==> src/hw/rtl/assert_macros.svh <==
// ----------------------------------------------------------------------------
// Assertion macros
// Shared concurrent assertion helpers. Define NO_ASSERTIONS to compile them out.
// ----------------------------------------------------------------------------
`ifndef ASSERT_MACROS_SVH
`define ASSERT_MACROS_SVH

`ifndef NO_ASSERTIONS

// The condition must never hold at a clock edge outside reset.
`define ASSERT_NEVER(label, clk, rst_n, cond) \
  label: assert property (@(posedge clk) disable iff (!rst_n) !(cond)) \
    else $error("assertion failed: forbidden condition seen");

// When the antecedent holds, the consequent must hold in the next cycle.
`define ASSERT_NEXT(label, clk, rst_n, ante, cons) \
  label: assert property (@(posedge clk) disable iff (!rst_n) (ante) |=> (cons)) \
    else $error("assertion failed: expected follow-up missing");

`else

`define ASSERT_NEVER(label, clk, rst_n, cond)
`define ASSERT_NEXT(label, clk, rst_n, ante, cons)

`endif

`endif

==> src/hw/rtl/qts_pkg.sv <==
// ----------------------------------------------------------------------------
// qts_pkg
// Types, character codes and helper functions of the quoted token scanner.
// ----------------------------------------------------------------------------
`default_nettype none

package qts_pkg;

  localparam int unsigned CountWidth = 16;
  localparam int unsigned LenWidth   = 16;
  localparam int unsigned WideWidth  = (CountWidth > LenWidth) ? CountWidth : LenWidth;

  typedef logic [CountWidth-1:0] count_t;
  typedef logic [LenWidth-1:0]   len_t;
  typedef logic [7:0]            char_t;

  localparam len_t MaxLenReset = len_t'(255);

  localparam char_t ChNul       = 8'h00;
  localparam char_t ChTab       = 8'h09;
  localparam char_t ChLf        = 8'h0A;
  localparam char_t ChVt        = 8'h0B;
  localparam char_t ChFf        = 8'h0C;
  localparam char_t ChCr        = 8'h0D;
  localparam char_t ChSpace     = 8'h20;
  localparam char_t ChDquote    = 8'h22;
  localparam char_t ChSquote    = 8'h27;
  localparam char_t ChComma     = 8'h2C;
  localparam char_t ChZero      = 8'h30;
  localparam char_t ChEqual     = 8'h3D;
  localparam char_t ChBackslash = 8'h5C;
  localparam char_t ChLowF      = 8'h66;
  localparam char_t ChLowN      = 8'h6E;
  localparam char_t ChLowR      = 8'h72;
  localparam char_t ChLowX      = 8'h78;

  typedef enum logic [2:0] {
    PH_IDLE,
    PH_WS,
    PH_UQ,
    PH_Q,
    PH_QS,
    PH_ESC,
    PH_HEX1,
    PH_HEX2
  } phase_e;

  typedef struct packed {
    logic  start_req;
    char_t ch;
  } item_t;

  typedef struct packed {
    char_t out_byte;
    logic  byte_valid;
    logic  done_res;
    logic  ok;
    len_t  scanned_len;
    len_t  consumed_len;
  } result_t;

  function automatic count_t sat_inc(count_t c);
    return (c == '1) ? c : c + count_t'(1);
  endfunction

  // Reported lengths saturate at the width of the length fields.
  function automatic len_t report_len(count_t c);
    logic [WideWidth-1:0] w;
    w = WideWidth'(c);
    if (w > WideWidth'({LenWidth{1'b1}})) begin
      return '1;
    end
    return w[LenWidth-1:0];
  endfunction

  function automatic logic at_limit(count_t c, len_t m);
    return WideWidth'(c) >= WideWidth'(m);
  endfunction

  // Bit 4 set marks a character that is not a hex digit.
  function automatic logic [4:0] hex_val(char_t c);
    char_t d;
    d = 8'h00;
    if (c >= 8'h30 && c <= 8'h39) begin
      d = c - 8'h30;
      return {1'b0, d[3:0]};
    end
    if (c >= 8'h61 && c <= 8'h66) begin
      d = c - 8'h57;
      return {1'b0, d[3:0]};
    end
    if (c >= 8'h41 && c <= 8'h46) begin
      d = c - 8'h37;
      return {1'b0, d[3:0]};
    end
    return 5'h10;
  endfunction

endpackage

`default_nettype wire

==> src/hw/rtl/qts_in_stage.sv <==
// ----------------------------------------------------------------------------
// qts_in_stage
// Input register of the scanner: holds one accepted character transaction.
// ----------------------------------------------------------------------------
`default_nettype none

module qts_in_stage import qts_pkg::*; (
  input  logic  clk_i,
  input  logic  rst_ni,
  input  logic  in_valid_i,
  output logic  in_ready_o,
  input  item_t item_i,
  input  logic  advance_i,
  output logic  valid_o,
  output item_t item_o
);

  logic  valid_q, valid_d;
  item_t item_q;
  logic  load;

  assign in_ready_o = !valid_q || advance_i;
  assign load       = in_valid_i && in_ready_o;

  always_comb begin
    valid_d = valid_q;
    if (load) begin
      valid_d = 1'b1;
    end else if (advance_i) begin
      valid_d = 1'b0;
    end
  end

  always_ff @(posedge clk_i or negedge rst_ni) begin
    if (!rst_ni) begin
      valid_q <= 1'b0;
    end else begin
      valid_q <= valid_d;
    end
  end

  always_ff @(posedge clk_i) begin
    if (load) begin
      item_q <= item_i;
    end
  end

  assign valid_o = valid_q;
  assign item_o  = item_q;

endmodule

`default_nettype wire

==> src/hw/rtl/qts_engine.sv <==
// ----------------------------------------------------------------------------
// qts_engine
// Scan state and the single-character step: whitespace skip, unquoted and
// quoted token copy, escapes, hex decode and the one-byte hold buffer.
// ----------------------------------------------------------------------------
`default_nettype none

module qts_engine import qts_pkg::*; (
  input  logic    clk_i,
  input  logic    rst_ni,
  input  logic    step_i,
  input  item_t   item_i,
  input  len_t    max_len_i,
  output logic    res_valid_o,
  output result_t res_o
);

  phase_e     phase_q, phase_d;
  char_t      quote_q, quote_d;
  count_t     tok_cnt_q, tok_cnt_d;
  count_t     cons_cnt_q, cons_cnt_d;
  logic [3:0] hex_hi_q, hex_hi_d;
  logic       hold_valid_q, hold_valid_d;
  char_t      hold_byte_q, hold_byte_d;

  always_comb begin
    phase_e     cur;
    char_t      c;
    logic       active;
    logic       do_uq;
    logic       do_q;
    logic       e0_v, e1_v;
    char_t      e0_b, e1_b;
    logic       fin, fin_ok;
    logic [4:0] hv;
    logic       q0_v, q1_v;
    char_t      q0_b, q1_b;

    c            = item_i.ch;
    phase_d      = phase_q;
    quote_d      = quote_q;
    tok_cnt_d    = tok_cnt_q;
    cons_cnt_d   = cons_cnt_q;
    hex_hi_d     = hex_hi_q;
    hold_valid_d = hold_valid_q;
    hold_byte_d  = hold_byte_q;
    active       = 1'b1;
    do_uq        = 1'b0;
    do_q         = 1'b0;
    e0_v         = 1'b0;
    e1_v         = 1'b0;
    e0_b         = '0;
    e1_b         = '0;
    fin          = 1'b0;
    fin_ok       = 1'b0;
    hv           = hex_val(c);

    // A start abandons any scan in progress, held byte included.
    if (item_i.start_req) begin
      cur          = PH_WS;
      quote_d      = '0;
      tok_cnt_d    = '0;
      cons_cnt_d   = '0;
      hex_hi_d     = '0;
      hold_valid_d = 1'b0;
      hold_byte_d  = '0;
    end else begin
      cur = phase_q;
    end
    phase_d = cur;

    unique case (cur)
      PH_IDLE: begin
        active = 1'b0;
      end
      PH_WS: begin
        if (c == ChSpace || c == ChTab || c == ChLf || c == ChVt ||
            c == ChFf || c == ChCr) begin
          cons_cnt_d = sat_inc(cons_cnt_d);
        end else if (c == ChNul) begin
          fin    = 1'b1;
          fin_ok = 1'b1;
        end else if (c == ChDquote || c == ChSquote) begin
          cons_cnt_d = sat_inc(cons_cnt_d);
          quote_d    = c;
          phase_d    = PH_Q;
        end else begin
          phase_d = PH_UQ;
          do_uq   = 1'b1;
        end
      end
      PH_UQ: begin
        do_uq = 1'b1;
      end
      PH_Q: begin
        do_q = 1'b1;
      end
      PH_QS: begin
        if (c == quote_d) begin
          cons_cnt_d = sat_inc(cons_cnt_d);
          e0_v       = 1'b1;
          e0_b       = c;
          tok_cnt_d  = sat_inc(tok_cnt_d);
          phase_d    = PH_Q;
        end else begin
          fin    = 1'b1;
          fin_ok = 1'b1;
        end
      end
      PH_ESC: begin
        phase_d = PH_Q;
        if (c == quote_d || c == ChZero || c == ChLowF || c == ChLowN || c == ChLowR) begin
          cons_cnt_d = sat_inc(cons_cnt_d);
          e0_v       = 1'b1;
          tok_cnt_d  = sat_inc(tok_cnt_d);
          priority if (c == quote_d) begin
            e0_b = c;
          end else if (c == ChZero) begin
            e0_b = ChNul;
          end else if (c == ChLowF) begin
            e0_b = ChFf;
          end else if (c == ChLowN) begin
            e0_b = ChLf;
          end else begin
            e0_b = ChCr;
          end
        end else if (c == ChLowX) begin
          cons_cnt_d = sat_inc(cons_cnt_d);
          phase_d    = PH_HEX1;
        end else begin
          // Unknown escape: the backslash is copied and the character is
          // treated as an ordinary quoted character.
          e0_v      = 1'b1;
          e0_b      = ChBackslash;
          tok_cnt_d = sat_inc(tok_cnt_d);
          do_q      = 1'b1;
        end
      end
      PH_HEX1: begin
        cons_cnt_d = sat_inc(cons_cnt_d);
        if (hv[4]) begin
          fin = 1'b1;
        end else begin
          hex_hi_d = hv[3:0];
          phase_d  = PH_HEX2;
        end
      end
      PH_HEX2: begin
        cons_cnt_d = sat_inc(cons_cnt_d);
        if (hv[4]) begin
          fin = 1'b1;
        end else begin
          e0_v      = 1'b1;
          e0_b      = {hex_hi_q, hv[3:0]};
          tok_cnt_d = sat_inc(tok_cnt_d);
          phase_d   = PH_Q;
        end
      end
    endcase

    if (do_uq) begin
      if (c == ChNul || c == ChEqual || c == ChComma || c == ChSpace || c == ChTab) begin
        fin    = 1'b1;
        fin_ok = 1'b1;
      end else begin
        cons_cnt_d = sat_inc(cons_cnt_d);
        if (!at_limit(tok_cnt_d, max_len_i)) begin
          e0_v      = 1'b1;
          e0_b      = c;
          tok_cnt_d = sat_inc(tok_cnt_d);
        end
      end
    end

    if (do_q) begin
      if (at_limit(tok_cnt_d, max_len_i)) begin
        if (c != ChNul) begin
          cons_cnt_d = sat_inc(cons_cnt_d);
        end
        fin    = 1'b1;
        fin_ok = 1'b1;
      end else if (c == ChNul) begin
        fin    = 1'b1;
        fin_ok = 1'b1;
      end else begin
        cons_cnt_d = sat_inc(cons_cnt_d);
        if (c == quote_d) begin
          phase_d = PH_QS;
        end else if (c == ChBackslash) begin
          phase_d = PH_ESC;
        end else begin
          if (!e0_v) begin
            e0_v = 1'b1;
            e0_b = c;
          end else begin
            e1_v = 1'b1;
            e1_b = c;
          end
          tok_cnt_d = sat_inc(tok_cnt_d);
        end
      end
    end

    if (fin) begin
      phase_d = PH_IDLE;
    end

    // Byte order: held byte first, then the bytes of this character.
    q0_v = hold_valid_d || e0_v;
    q0_b = hold_valid_d ? hold_byte_d : e0_b;
    q1_v = hold_valid_d ? e0_v : e1_v;
    q1_b = hold_valid_d ? e0_b : e1_b;

    if (active) begin
      hold_valid_d = q1_v;
      hold_byte_d  = q1_v ? q1_b : '0;
    end

    res_valid_o        = active && (q0_v || fin);
    res_o.out_byte     = q0_v ? q0_b : '0;
    res_o.byte_valid   = q0_v;
    res_o.done_res     = fin;
    res_o.ok           = fin && fin_ok;
    res_o.scanned_len  = fin ? report_len(tok_cnt_d) : '0;
    res_o.consumed_len = fin ? report_len(cons_cnt_d) : '0;
  end

  always_ff @(posedge clk_i or negedge rst_ni) begin
    if (!rst_ni) begin
      phase_q      <= PH_IDLE;
      quote_q      <= '0;
      tok_cnt_q    <= '0;
      cons_cnt_q   <= '0;
      hex_hi_q     <= '0;
      hold_valid_q <= 1'b0;
      hold_byte_q  <= '0;
    end else if (step_i) begin
      phase_q      <= phase_d;
      quote_q      <= quote_d;
      tok_cnt_q    <= tok_cnt_d;
      cons_cnt_q   <= cons_cnt_d;
      hex_hi_q     <= hex_hi_d;
      hold_valid_q <= hold_valid_d;
      hold_byte_q  <= hold_byte_d;
    end
  end

endmodule

`default_nettype wire

==> src/hw/rtl/quoted_token_scanner_core.sv <==
// ----------------------------------------------------------------------------
// quoted_token_scanner_core
// Streaming scanner that extracts one optionally quoted token per scan.
// ----------------------------------------------------------------------------
// One character enters per transaction and the block sustains one character
// per clock cycle unless a result waits on a stalled output. Each character
// is held in the input register, where the scan state machine processes it,
// and its result, if any, moves into the output register. The scan state
// (phase, counters, one-byte hold buffer) is updated as each character moves
// on, which sets this rate. A character that produces no result leaves the
// pipeline even while the output is stalled. max_len may be written only
// while no scan is pending.
`default_nettype none

`include "assert_macros.svh"

module quoted_token_scanner_core import qts_pkg::*; (
  input  logic        clk_i,
  input  logic        rst_ni,
  input  logic        cfg_we_i,
  input  logic [15:0] cfg_wdata_i,
  input  logic        in_valid_i,
  output logic        in_ready_o,
  input  logic        start_req_i,
  input  logic [7:0]  ch_i,
  output logic        out_valid_o,
  input  logic        out_ready_i,
  output logic [7:0]  out_byte_o,
  output logic        byte_valid_o,
  output logic        done_res_o,
  output logic        ok_o,
  output logic [15:0] scanned_len_o,
  output logic [15:0] consumed_len_o
);

  len_t    max_len_q;
  item_t   in_item;
  item_t   stage_item;
  logic    stage_valid;
  logic    advance;
  logic    res_valid;
  result_t res;
  logic    out_valid_q, out_valid_d;
  result_t out_q;
  logic    out_free;

  always_ff @(posedge clk_i or negedge rst_ni) begin
    if (!rst_ni) begin
      max_len_q <= MaxLenReset;
    end else if (cfg_we_i) begin
      max_len_q <= len_t'(cfg_wdata_i);
    end
  end

  assign in_item.start_req = start_req_i;
  assign in_item.ch        = ch_i;

  qts_in_stage u_in_stage (
    .clk_i      (clk_i),
    .rst_ni     (rst_ni),
    .in_valid_i (in_valid_i),
    .in_ready_o (in_ready_o),
    .item_i     (in_item),
    .advance_i  (advance),
    .valid_o    (stage_valid),
    .item_o     (stage_item)
  );

  qts_engine u_engine (
    .clk_i       (clk_i),
    .rst_ni      (rst_ni),
    .step_i      (advance),
    .item_i      (stage_item),
    .max_len_i   (max_len_q),
    .res_valid_o (res_valid),
    .res_o       (res)
  );

  // The staged character moves on when its result has a free slot or it has no result.
  assign out_free = !out_valid_q || out_ready_i;
  assign advance  = stage_valid && (out_free || !res_valid);

  always_comb begin
    out_valid_d = out_valid_q;
    if (advance && res_valid) begin
      out_valid_d = 1'b1;
    end else if (out_ready_i) begin
      out_valid_d = 1'b0;
    end
  end

  always_ff @(posedge clk_i or negedge rst_ni) begin
    if (!rst_ni) begin
      out_valid_q <= 1'b0;
    end else begin
      out_valid_q <= out_valid_d;
    end
  end

  always_ff @(posedge clk_i) begin
    if (advance && res_valid) begin
      out_q <= res;
    end
  end

  assign out_valid_o    = out_valid_q;
  assign out_byte_o     = out_q.out_byte;
  assign byte_valid_o   = out_q.byte_valid;
  assign done_res_o     = out_q.done_res;
  assign ok_o           = out_q.ok;
  assign scanned_len_o  = out_q.scanned_len;
  assign consumed_len_o = out_q.consumed_len;

  // Every result carries a byte, a scan end, or both.
  `ASSERT_NEVER(a_res_not_empty, clk_i, rst_ni, out_valid_o && !byte_valid_o && !done_res_o)

  // Status fields are zero unless the result ends a scan.
  `ASSERT_NEVER(a_status_only_done, clk_i, rst_ni,
                out_valid_o && !done_res_o &&
                (ok_o || scanned_len_o != 16'd0 || consumed_len_o != 16'd0))

  // A result without a byte shows a zero byte.
  `ASSERT_NEVER(a_byte_zero, clk_i, rst_ni, out_valid_o && !byte_valid_o && out_byte_o != 8'd0)

  // A staged character that cannot move on stays staged.
  `ASSERT_NEXT(a_stage_kept, clk_i, rst_ni, stage_valid && !advance, stage_valid)

endmodule

`default_nettype wire
==> config.mk <==
export PLATFORM = sky130hd
export DESIGN_NAME = quoted_token_scanner_core
export DESIGN_NICKNAME = d
export VERILOG_FILES = /design/src/hw/rtl/qts_pkg.sv /design/src/hw/rtl/qts_in_stage.sv /design/src/hw/rtl/qts_engine.sv /design/src/hw/rtl/quoted_token_scanner_core.sv
export VERILOG_INCLUDE_DIRS = /design/src /design/src/hw/rtl
export SDC_FILE = /design/constraint.sdc
export NUM_CORES = 1
export LEC_CHECK = 0
export BUFFER_PORTS_ARGS = -buffer_cell sky130_fd_sc_hd__buf_2
export CORE_MARGIN = 3
export CORE_UTILIZATION = 56
export DETAILED_ROUTE_END_ITERATION = 10
export GPL_ROUTABILITY_DRIVEN = 1
export PLACE_DENSITY = 0.78
export SETUP_SLACK_MARGIN = 0.15
export SKIP_LAST_GASP = 1
export SYNTH_ARGS = -nofsm -noshare
export SYNTH_HDL_FRONTEND = slang
export SYNTH_HIERARCHICAL = 1
export SYNTH_SLANG_ARGS = --single-unit
==> constraint.sdc <==
create_clock -name clk_i -period 10.15 [get_ports clk_i]
set_clock_uncertainty 0.15 [all_clocks]
set_input_delay 2.5375 -clock clk_i [delete_from_list [all_inputs] [get_ports clk_i]]
set_output_delay 2.5375 -clock clk_i [all_outputs]
set_load 0.1 [all_outputs]
==> flow_metrics.env, run 1 <==
export IMPL_status="complete, no violations"
export IMPL_grt_pass1_vias=9556
export IMPL_overflow=0
export IMPL_hold_viol_final=0
export IMPL_grt_pass1_wl_um=51300
export IMPL_vias=10327
export IMPL_grt_max_degree=75
export IMPL_synth_seq_area_share_pct=32.5
export IMPL_max_cap_violations=0
export IMPL_viasPerCell=6.55
export IMPL_synthMuxAreaShare_pct=5.08
export IMPL_synth_compound_area_share_pct=19.7
export IMPL_hold_worst_slack_ns=0.360
export IMPL_cp_slowest_cell="edfxtp_1"
export IMPL_r2r_setup_slack_ns=1.67
export IMPL_grt_total_usage_pct=31.9
export IMPL_crit_fanout=7
export IMPL_synth_common_cells="nor2_1 (121), nand2_1 (119), dfrtp_1 (66)"
export IMPL_async_reset_ff_share_pct=58.7
export IMPL_min_delay_worst_endpoint="u_engine/hold_valid_q"
export IMPL_synth_most_common_cell="nor2_1"
export IMPL_ios=75
export IMPL_cts_hold_buf=0
export IMPL_synth_fa_ha_area_share_pct=4.99
export IMPL_drt_wirelength_per_cell_um=21.1
export IMPL_cts_tree="built"
export IMPL_slowest_delay_ns=0.44
export IMPL_crit_buf_inv=5
export IMPL_synth_warnings=6
export IMPL_cts_inserted_buffers=17
export IMPL_nFillCells=1488
export IMPL_cp_start_kind="flip-flop"
export IMPL_drc=0
export IMPL_crit_family="compound AO/OA/AOI/OAI gates"
export IMPL_clock_sinks=126
export IMPL_finalWorstSetupSlack_ns=0.291
export IMPL_r2r_start="u_in_stage/item_o[1]"
export IMPL_clkSlewWorstSetupHoldPaths_ns=0.06
export IMPL_dp_hpwl_um=24100
export IMPL_synth_ff_type="dfrtp_1"
export IMPL_wirelength_um=33200
export IMPL_htreeDepth=4
export IMPL_multi_input_area_mm2=0.00690
export IMPL_io_buffers=74
export IMPL_finalSetupViolCount=0
export IMPL_ff_latch_area_mm2=0.00342
export IMPL_synth_top_family_by_area="simple AND/OR/NAND/NOR gates"
export IMPL_clock_fmax_mhz=101
export IMPL_drive_above_1_share_pct=24.4
export IMPL_drtPass1Iterations=6
export IMPL_rr_endpoint="u_engine/hold_byte_q[7]"
export IMPL_dieArea_mm2=0.0205
export IMPL_period_share_pct=97.1
export IMPL_period_minus_slack_ns=9.86
export IMPL_start_util_pct=57.9
export IMPL_synth_cells=1224
export IMPL_yosys_area_share_simple_pct=27.5
export IMPL_hold_class="flip-flop to flip-flop"
export IMPL_crit_path_end_kind="primary output"
export IMPL_critical_path_required_ns=7.46
export IMPL_clk_latency_ns=0.43
export IMPL_core_mm2=0.0182
export IMPL_rr_worst_depth=34
export IMPL_min_from="u_engine/hold_valid_q"
export IMPL_worstPathArrival_ns=7.17
export IMPL_die_w_um=143
export IMPL_yosys_area_share_xor_xnor_pct=4.81
export IMPL_gp_congestion=1.02
export IMPL_dieHeight_um=143
export IMPL_area_delta_synth_final_pct=16.8
export IMPL_drt_initial_drc_count=1068
export IMPL_finalSetupTns_ns=0
export IMPL_path_class="flip-flop to primary output"
export IMPL_power_per_cell_area_mw_per_mm2=250
export IMPL_fp_row_count=49
export IMPL_cts_path_max_buffers=2
export IMPL_synth_edf_count=52
export IMPL_fin_nets=1406
export IMPL_synth_area_mm2=0.0105
export IMPL_diodes=0
export IMPL_synth_seq_cells=126
export IMPL_rsz0062_at_grt="no"
export IMPL_yosys_top_cells_area="dfrtp_1 (16%), edfxtp_1 (15%), ha_1 (5.0%)"
export IMPL_ant_nets=0
export IMPL_synth_nets=1296
export IMPL_leakagePower_nw=4.99
export IMPL_slew_headroom_pct=25.3
export IMPL_synth_top_cell_by_area="dfrtp_1"
export IMPL_cts_root_buf="clkbuf_16"
export IMPL_hold_path_depth=1
export IMPL_place_ws_ns=0.147
export IMPL_ir_worst_vdd_uv=197
export IMPL_finalMaxSlewViolations=0
export IMPL_synth_top_area_share_pct=15.7
export IMPL_ys_types=116
export IMPL_tightest_slew_ns=1.11
export IMPL_syn_area_per_cell_um2=8.61
export IMPL_grt_antenna_before_repair=0
## routing by layer
| layer | share of wire, % | vias up | track usage, % |
|---|---|---|---|
| met1 | 42 | 4913 | 40.9 |
| met4 | 4.2 | 0 | 14.9 |
| met3 | 6.8 | 108 | 6.03 |
| met5 | 0 | - | 0 |
| met2 | 47 | 525 | 52.2 |
| li1 | - | 4781 | - |
## power breakdown
part / internal (mW) / total, mW / leakage, nW / switching (mW)
Combinational: 0.456 / 1.66 / 3.30 / 1.21
Clock: 0.316 / 0.572 / 0.265 / 0.256
Sequential: 0.710 / 0.838 / 1.43 / 0.128
Total: 1.48 / 3.07 / 4.99 / 1.59
## registers in the layout (all words and copies together), names as in the netlist, 3 cells and up
signal                count
u_engine/tok_cnt_q       16
consumed_len_o           16
u_in_stage/item_o         9
u_engine/hex_hi_q         4
max_len_q                16
u_engine/phase_q          3
u_engine/cons_cnt_q      16
out_byte_o                8
scanned_len_o            16
u_engine/quote_q          8
u_engine/hold_byte_q      8
## placed cells by master (no fill, tap or decap), drive strengths merged, types with 14 or more instances in the layout
master	instances
mux2	30
xnor2	42
mux2i	16
nor3	42
buf	145
nand3	45
o21ai	68
o31ai	15
a31oi	18
dfrtp	66
nor4	21
clkbuf	18
nand4	26
and3	26
nor2b	27
edfxtp	52
a21oi	65
xor2	15
ha	42
nor2	122
or2	16
nand2b	14
nand2	120
inv	63
a211oi	14
## how the worst max path moves through the flow
stage / startpoint / to / slack [ns] / depth (start not counted)
CTS: u_in_stage/item_o[1] / in_ready_o / 0.16 / 32
detailed placement: u_in_stage/item_o[1] / in_ready_o / 0.15 / 32
global placement: u_in_stage/item_o[1] / in_ready_o / 0.26 / 31
floorplan: u_in_stage/item_o[8] / in_ready_o / 0.18 / 37
global route: u_in_stage/item_o[1] / in_ready_o / 0.04 / 32
finish: u_in_stage/item_o[1] / in_ready_o / 0.29 / 32
## per-stage QoR
stage	std cells	power (mW)	area (um^2)	utilization (%)
floorplan	1224	2.03	10600	-
global placement	1514	2.39	11200	61.6
detailed placement	1514	2.40	11200	61.6
CTS	1553	3.00	11900	65.4
global route	1576	3.22	12300	67.5
finish	1576	3.07	12300	67.5
## kinds of logic (layout without fill, tap and decap cells)
logic type | Yosys count | count (layout)
AND/OR/NAND/NOR | 539 | 539
AO/OA/AOI/OAI | 302 | 302
flip-flops | 126 | 126
buffers and inverters | 112 | 235
XOR/XNOR | 57 | 57
multiplexers | 46 | 46
adder cells (fa/ha/maj) | 42 | 42
## worst reg2reg max path, delay by kind of cell (launching register included)
kind | cells | cell delay [ns]
compound gates | 15 | 3.58
fa+ha+maj | 3 | 0.79
buf+inv | 5 | 1.05
flops | 1 | 0.44
mux | 1 | 0.36
simple gates | 10 | 2.04
## timing repair
action / CTS / global route
setup endpoints to repair: 1 / 1
resized for setup: 20 / 55
hold endpoints to repair: 0 / 0
gates cloned: 0 / 0
pin swaps: 2 / 19
setup buffers: 7 / 23
## final cells by class
type	instances	share of cell area, %
repair buffers	145	7.55
clock buffers	18	3.49
well taps	229	2.33
flip-flops and latches	126	27.8
inverters	58	1.79
multi-input cells	986	56.1
clock inverters	14	0.895
No activity file was read; power rests on OpenSTA's default activity.
==> run 2, diff against run 1 <==
--- a/config.mk
+++ b/config.mk
@@ -8,10 +8,10 @@
 export LEC_CHECK = 0
 export BUFFER_PORTS_ARGS = -buffer_cell sky130_fd_sc_hd__buf_2
 export CORE_MARGIN = 3
-export CORE_UTILIZATION = 56
+export CORE_UTILIZATION = 55
 export DETAILED_ROUTE_END_ITERATION = 10
 export GPL_ROUTABILITY_DRIVEN = 1
-export PLACE_DENSITY = 0.78
+export PLACE_DENSITY = 0.77
 export SETUP_SLACK_MARGIN = 0.15
 export SKIP_LAST_GASP = 1
 export SYNTH_ARGS = -nofsm -noshare
==> flow_metrics.env, run 2 (synthesis gave the netlist of run 1 again) <==
export IMPL_htreeDepth=4
export IMPL_wirelength_um=32800
export IMPL_viasPerCell=6.63
export IMPL_diodes=0
export IMPL_overflow=0
export IMPL_r2r_setup_slack_ns=1.66
export IMPL_rr_endpoint="u_engine/hold_byte_q[7]"
export IMPL_status="complete, no violations"
export IMPL_clk_latency_ns=0.43
export IMPL_ir_worst_vdd_uv=220
export IMPL_drc=0
export IMPL_cts_tree="built"
export IMPL_most_common_layout_cells="nand2_1 (118), nor2_1 (117), buf_4 (76)"
export IMPL_grt_max_degree=75
export IMPL_dieArea_mm2=0.0208
export IMPL_path_class="flip-flop to primary output"
export IMPL_grt_total_usage_pct=30.2
export IMPL_clock_power_share_pct=19.9
export IMPL_drt_wirelength_per_cell_um=20.7
export IMPL_cts_inserted_buffers=17
export IMPL_area_delta_synth_final_pct=18.3
export IMPL_clock_sinks=126
export IMPL_leakagePower_nw=5.09
export IMPL_dp_hpwl_um=23200
export IMPL_swShare_pct=51.3
export IMPL_place_area_mm2=0.0112
export IMPL_die_w_um=144
export IMPL_crit_end="in_ready_o"
export IMPL_grt_pass1_vias=9566
export IMPL_finalMaxSlewViolations=0
export IMPL_crit_fanout=7
export IMPL_power_per_cell_area_mw_per_mm2=252
export IMPL_max_cap_violations=0
export IMPL_drive_above_1_share_pct=24.6
export IMPL_fp_row_count=49
export IMPL_r2r_start="u_in_stage/item_o[1]"
export IMPL_ios=75
export IMPL_power_internal_mw=1.53
export IMPL_io_buffers=74
export IMPL_gp_congestion=1.02
export IMPL_rr_worst_depth=34
export IMPL_drt_initial_drc_count=1316
export IMPL_crit_top_cell="inv_2"
export IMPL_vias=10503
export IMPL_final_common_cell="nand2_1"
export IMPL_clock_fmax_mhz=101
export IMPL_startpoint="u_in_stage/item_o[1]"
export IMPL_seqPwrFrac_pct=26.7
export IMPL_tightest_slew_ns=1.21
export IMPL_crit_path_end_kind="primary output"
export IMPL_worstPathArrival_ns=7.23
export IMPL_hold_class="flip-flop to flip-flop"
export IMPL_fin_nets=1414
export IMPL_p_switching_mw=1.61
export IMPL_period_share_pct=97.7
export IMPL_slowest_delay_ns=0.50
export IMPL_hold_viol_final=0
export IMPL_cp_slowest_cell="a2111o_1"
export IMPL_finish_instance_area_mm2=0.0125
export IMPL_slew_headroom_pct=17.0
export IMPL_period_minus_slack_ns=9.92
export IMPL_clkSlewWorstSetupHoldPaths_ns=0.07
export IMPL_grt_antenna_before_repair=0
export IMPL_start_util_pct=57.3
export IMPL_cts_root_buf="clkbuf_16"
export IMPL_cts_path_max_buffers=2
export IMPL_critical_path_required_ns=7.46
export IMPL_finalSetupViolCount=0
export IMPL_dieHeight_um=144
export IMPL_core_mm2=0.0184
export IMPL_ant_nets=0
export IMPL_comb_power_share_pct=53.4
export IMPL_cp_start_kind="flip-flop"
export IMPL_hold_worst_slack_ns=0.360
export IMPL_nFillCells=1482
export IMPL_drtPass1Iterations=8
export IMPL_grt_pass1_wl_um=50200
-- run 2: cell types whose count changed in the layout (fill, tap and decap cells not counted), moves of 3 or more --
cell	delta
xnor2_2	+3
and3_1	+3
xnor2_1	-3
inv_6	+3
clkinv_2	-4
clkinv_4	-3
buf_4	+6
nor2_2	-3
-- run 2: power by group through the flow --
stage	Combinational, mW	Sequential, mW	Clock (mW)
final	1.68	0.840	0.625
after global routing	1.78	0.855	0.651
after CTS	1.58	0.834	0.629
after detailed placement	1.56	0.842	0
after global placement	1.54	0.842	0
after floorplan	0.748	1.28	0
-- run 2: area by class of cell --
type	instances	area [um^2]	share of cell area (%)
Inverter	58	218	1.75
Timing Repair Buffer	153	998	8.01
Tap cell	229	287	2.30
Clock inverter	15	166	1.34
Clock buffer	17	425	3.41
Sequential cell	126	3420	27.5
Multi-Input combinational cell	986	6940	55.7
-- run 2: what timing repair did --
item | CTS | global route
setup buffers | 8 | 27
hold endpoints to repair | 0 | 0
hold buffers | 0 | 0
gates resized for setup | 11 | 68
endpoints found under the setup margin | 1 | 1
gates cloned | 0 | 0
pin swaps | 3 | 21
-- run 2: critical path, delay by kind of cell (launching register included) --
kind	cells	cell delay [ns]
compound gates	17	3.54
xor+xnor	1	0.21
fa+ha+maj	3	0.73
buf+inv	5	0.70
flops	1	0.42
simple gates	6	1.21
-- run 2: through the flow --
stage / std cells / worst slack (ns) / power [mW] / setup TNS [ns] / utilization, %
after CTS: 1557 / 0.153 / 3.05 / 0 / 65.0
final: 1584 / 0.231 / 3.14 / 0 / 67.7
after floorplan: 1224 / 0.184 / 2.03 / 0 / -
after global placement: 1517 / 0.512 / 2.38 / 0 / 61.1
after detailed placement: 1517 / 0.334 / 2.40 / 0 / 61.1
after global routing: 1584 / -0.0118 / 3.29 / -0.0118 / 67.7
-- run 2: layer usage --
layer / track usage [%] / vias to the layer above / share of wire (%)
li1: - / 4805 / -
met1: 40.9 / 4968 / 41
met2: 48.8 / 613 / 46
met3: 5.03 / 117 / 8.6
met4: 11.0 / 0 / 3.9
met5: 0 / - / 0
-- run 2: worst min-delay path by stage --
stage | to | startpoint | slack [ns] | depth (start not counted)
floorplan | u_engine/hold_valid_q | u_engine/hold_valid_q | 0.31 | 1
global placement | u_engine/hold_byte_q[4] | u_engine/hold_byte_q[4] | 0.34 | 1
detailed placement | u_engine/hold_byte_q[7] | u_engine/hold_byte_q[7] | 0.34 | 1
CTS | u_engine/hold_byte_q[1] | u_engine/hold_byte_q[1] | 0.36 | 1
global route | max_len_q[9] | max_len_q[9] | 0.38 | 1
finish | u_engine/hold_byte_q[6] | u_engine/hold_byte_q[6] | 0.36 | 1
==> run 3, diff against run 2 <==
--- a/config.mk
+++ b/config.mk
@@ -7,7 +7,7 @@
 export NUM_CORES = 1
 export LEC_CHECK = 0
 export BUFFER_PORTS_ARGS = -buffer_cell sky130_fd_sc_hd__buf_2
-export CORE_MARGIN = 3
+export CORE_MARGIN = 1
 export CORE_UTILIZATION = 55
 export DETAILED_ROUTE_END_ITERATION = 10
 export GPL_ROUTABILITY_DRIVEN = 1
==> flow_metrics.env, run 3 (synthesis gave the netlist of run 1 again) <==
export IMPL_status="complete, no violations"
export IMPL_place_ws_ns=0.147
export IMPL_min_from="u_engine/hold_byte_q[5]"
export IMPL_drt_initial_drc_count=1014
export IMPL_cp_slowest_cell="edfxtp_1"
export IMPL_finalSetupTns_ns=0
export IMPL_cp_start_kind="flip-flop"
export IMPL_place_area_mm2=0.0114
export IMPL_dp_hpwl_um=25100
export IMPL_die_w_um=140
export IMPL_grt_pass1_vias=9821
export IMPL_clkSlewWorstSetupHoldPaths_ns=0.06
export IMPL_drc=0
export IMPL_max_cap_violations=0
export IMPL_start_util_pct=56.1
export IMPL_crit_path_end_kind="primary output"
export IMPL_period_share_pct=96.7
export IMPL_path_class="flip-flop to primary output"
export IMPL_htreeDepth=4
export IMPL_cts_hold_buf=0
export IMPL_comb_power_share_pct=54.7
export IMPL_fin_nets=1430
export IMPL_hold_viol_final=0
export IMPL_clock_power_share_pct=18.8
export IMPL_tightest_slew_ns=1.09
export IMPL_fp_row_count=50
export IMPL_grt_antenna_before_repair=1
export IMPL_vias=10479
export IMPL_drive_above_1_share_pct=26.5
export IMPL_placed_cells=1540
export IMPL_clock_sinks=126
export IMPL_finalSetupViolCount=0
export IMPL_core_mm2=0.0188
export IMPL_area_delta_synth_final_pct=19.6
export IMPL_cts_root_buf="clkbuf_16"
export IMPL_cts_path_max_buffers=2
export IMPL_most_common_layout_cells="nand2_1 (118), nor2_1 (116), buf_4 (94)"
export IMPL_dieArea_mm2=0.0197
export IMPL_layout_cells_non_filler=1605
export IMPL_hold_class="flip-flop to flip-flop"
export IMPL_clock_fmax_mhz=102
export IMPL_grt_total_usage_pct=34.5
export IMPL_p_switching_mw=1.62
export IMPL_rr_endpoint="u_engine/hex_hi_q[1]"
export IMPL_ff_latch_area_mm2=0.00342
export IMPL_cts_inserted_buffers=17
export IMPL_ios=75
export IMPL_nFillCells=1522
export IMPL_cts_tree="built"
export IMPL_slowest_delay_ns=0.49
export IMPL_worstPathArrival_ns=7.12
export IMPL_ant_nets=0
export IMPL_min_delay_worst_endpoint="u_engine/hold_byte_q[5]"
export IMPL_period_minus_slack_ns=9.81
export IMPL_hold_worst_slack_ns=0.357
export IMPL_total_power_mw=3.18
export IMPL_clk_latency_ns=0.42
export IMPL_swShare_pct=51.1
export IMPL_rsz0062_at_grt="no"
export IMPL_overflow=0
export IMPL_r2r_start="u_in_stage/item_o[0]"
export IMPL_slew_headroom_pct=27.1
export IMPL_gp_congestion=0.989
export IMPL_r2r_setup_slack_ns=1.45
export IMPL_leakagePower_nw=5.16
export IMPL_power_per_cell_area_mw_per_mm2=252
export IMPL_hold_path_depth=1
export IMPL_final_util_pct=67.1
export IMPL_wirelength_um=34000
export IMPL_crit_fanout=6
export IMPL_viasPerCell=6.53
export IMPL_ir_worst_vdd_uv=173
export IMPL_diodes=0
export IMPL_finalWorstSetupSlack_ns=0.338
export IMPL_grt_pass1_wl_um=52900
export IMPL_finalMaxSlewViolations=0
export IMPL_seqPwrFrac_pct=26.5
export IMPL_io_buffers=74
export IMPL_finish_instance_area_mm2=0.0126
export IMPL_multi_input_area_mm2=0.00699
export IMPL_final_common_cell="nand2_1"
export IMPL_drtPass1Iterations=6
export IMPL_drt_wirelength_per_cell_um=21.2
export IMPL_rr_worst_depth=39
export IMPL_dieHeight_um=140
export IMPL_power_internal_mw=1.55
export IMPL_grt_max_degree=75
export IMPL_critical_path_required_ns=7.46
run 3: power by group through the flow:
stage | sequential (mW) | combinational [mW] | clock, mW
6_report | 0.842 | 1.74 | 0.596
5_1_grt | 0.857 | 1.83 | 0.624
4_1_cts | 0.837 | 1.62 | 0.606
3_5_place_dp | 0.844 | 1.59 | 0
3_3_place_gp | 0.842 | 1.58 | 0
2_1_floorplan | 1.28 | 0.748 | 0
run 3: worst max-delay path by stage:
stage,from,endpoint,slack (ns),cells after the start
2_1_floorplan,u_in_stage/item_o[8],in_ready_o,0.18,37
3_3_place_gp,u_in_stage/item_o[0],in_ready_o,0.24,32
3_5_place_dp,u_in_stage/item_o[0],in_ready_o,0.15,32
4_1_cts,u_in_stage/item_o[0],in_ready_o,0.19,35
5_1_grt,u_in_stage/item_o[0],in_ready_o,0.09,35
6_report,u_in_stage/item_o[0],in_ready_o,0.34,35
run 3: cell type report:
cell class              instances  area share (%)
inverters                      58            1.73
clock buffers                  18            3.41
multi-input cells             986            55.5
flip-flops and latches        126            27.2
well taps                     234            2.32
repair buffers                169            8.80
clock inverters                14            1.07
run 3: what timing repair did:
item / in CTS / in global routing
setup buffers: 2 / 31
setup endpoints to repair: 1 / 1
gates resized for setup: 21 / 69
cloned: 0 / 0
pin swaps: 4 / 36
run 3: routing by layer:
layer  track usage, %  share of wire [%]  vias up
li1                 -                  -     4833
met1             44.1                 42     5072
met2             57.3                 48      489
met3             4.96                6.0       85
met4             16.6                4.1        0
met5                0                  0        -
run 3: worst max-delay path: cells and delay by family, from the launching register on:
family | cells | cell delay, ns
compound gates | 16 | 3.27
xor+xnor | 1 | 0.13
fa+ha+maj | 3 | 0.56
buf+inv | 4 | 0.50
flops | 1 | 0.49
simple gates | 11 | 1.74
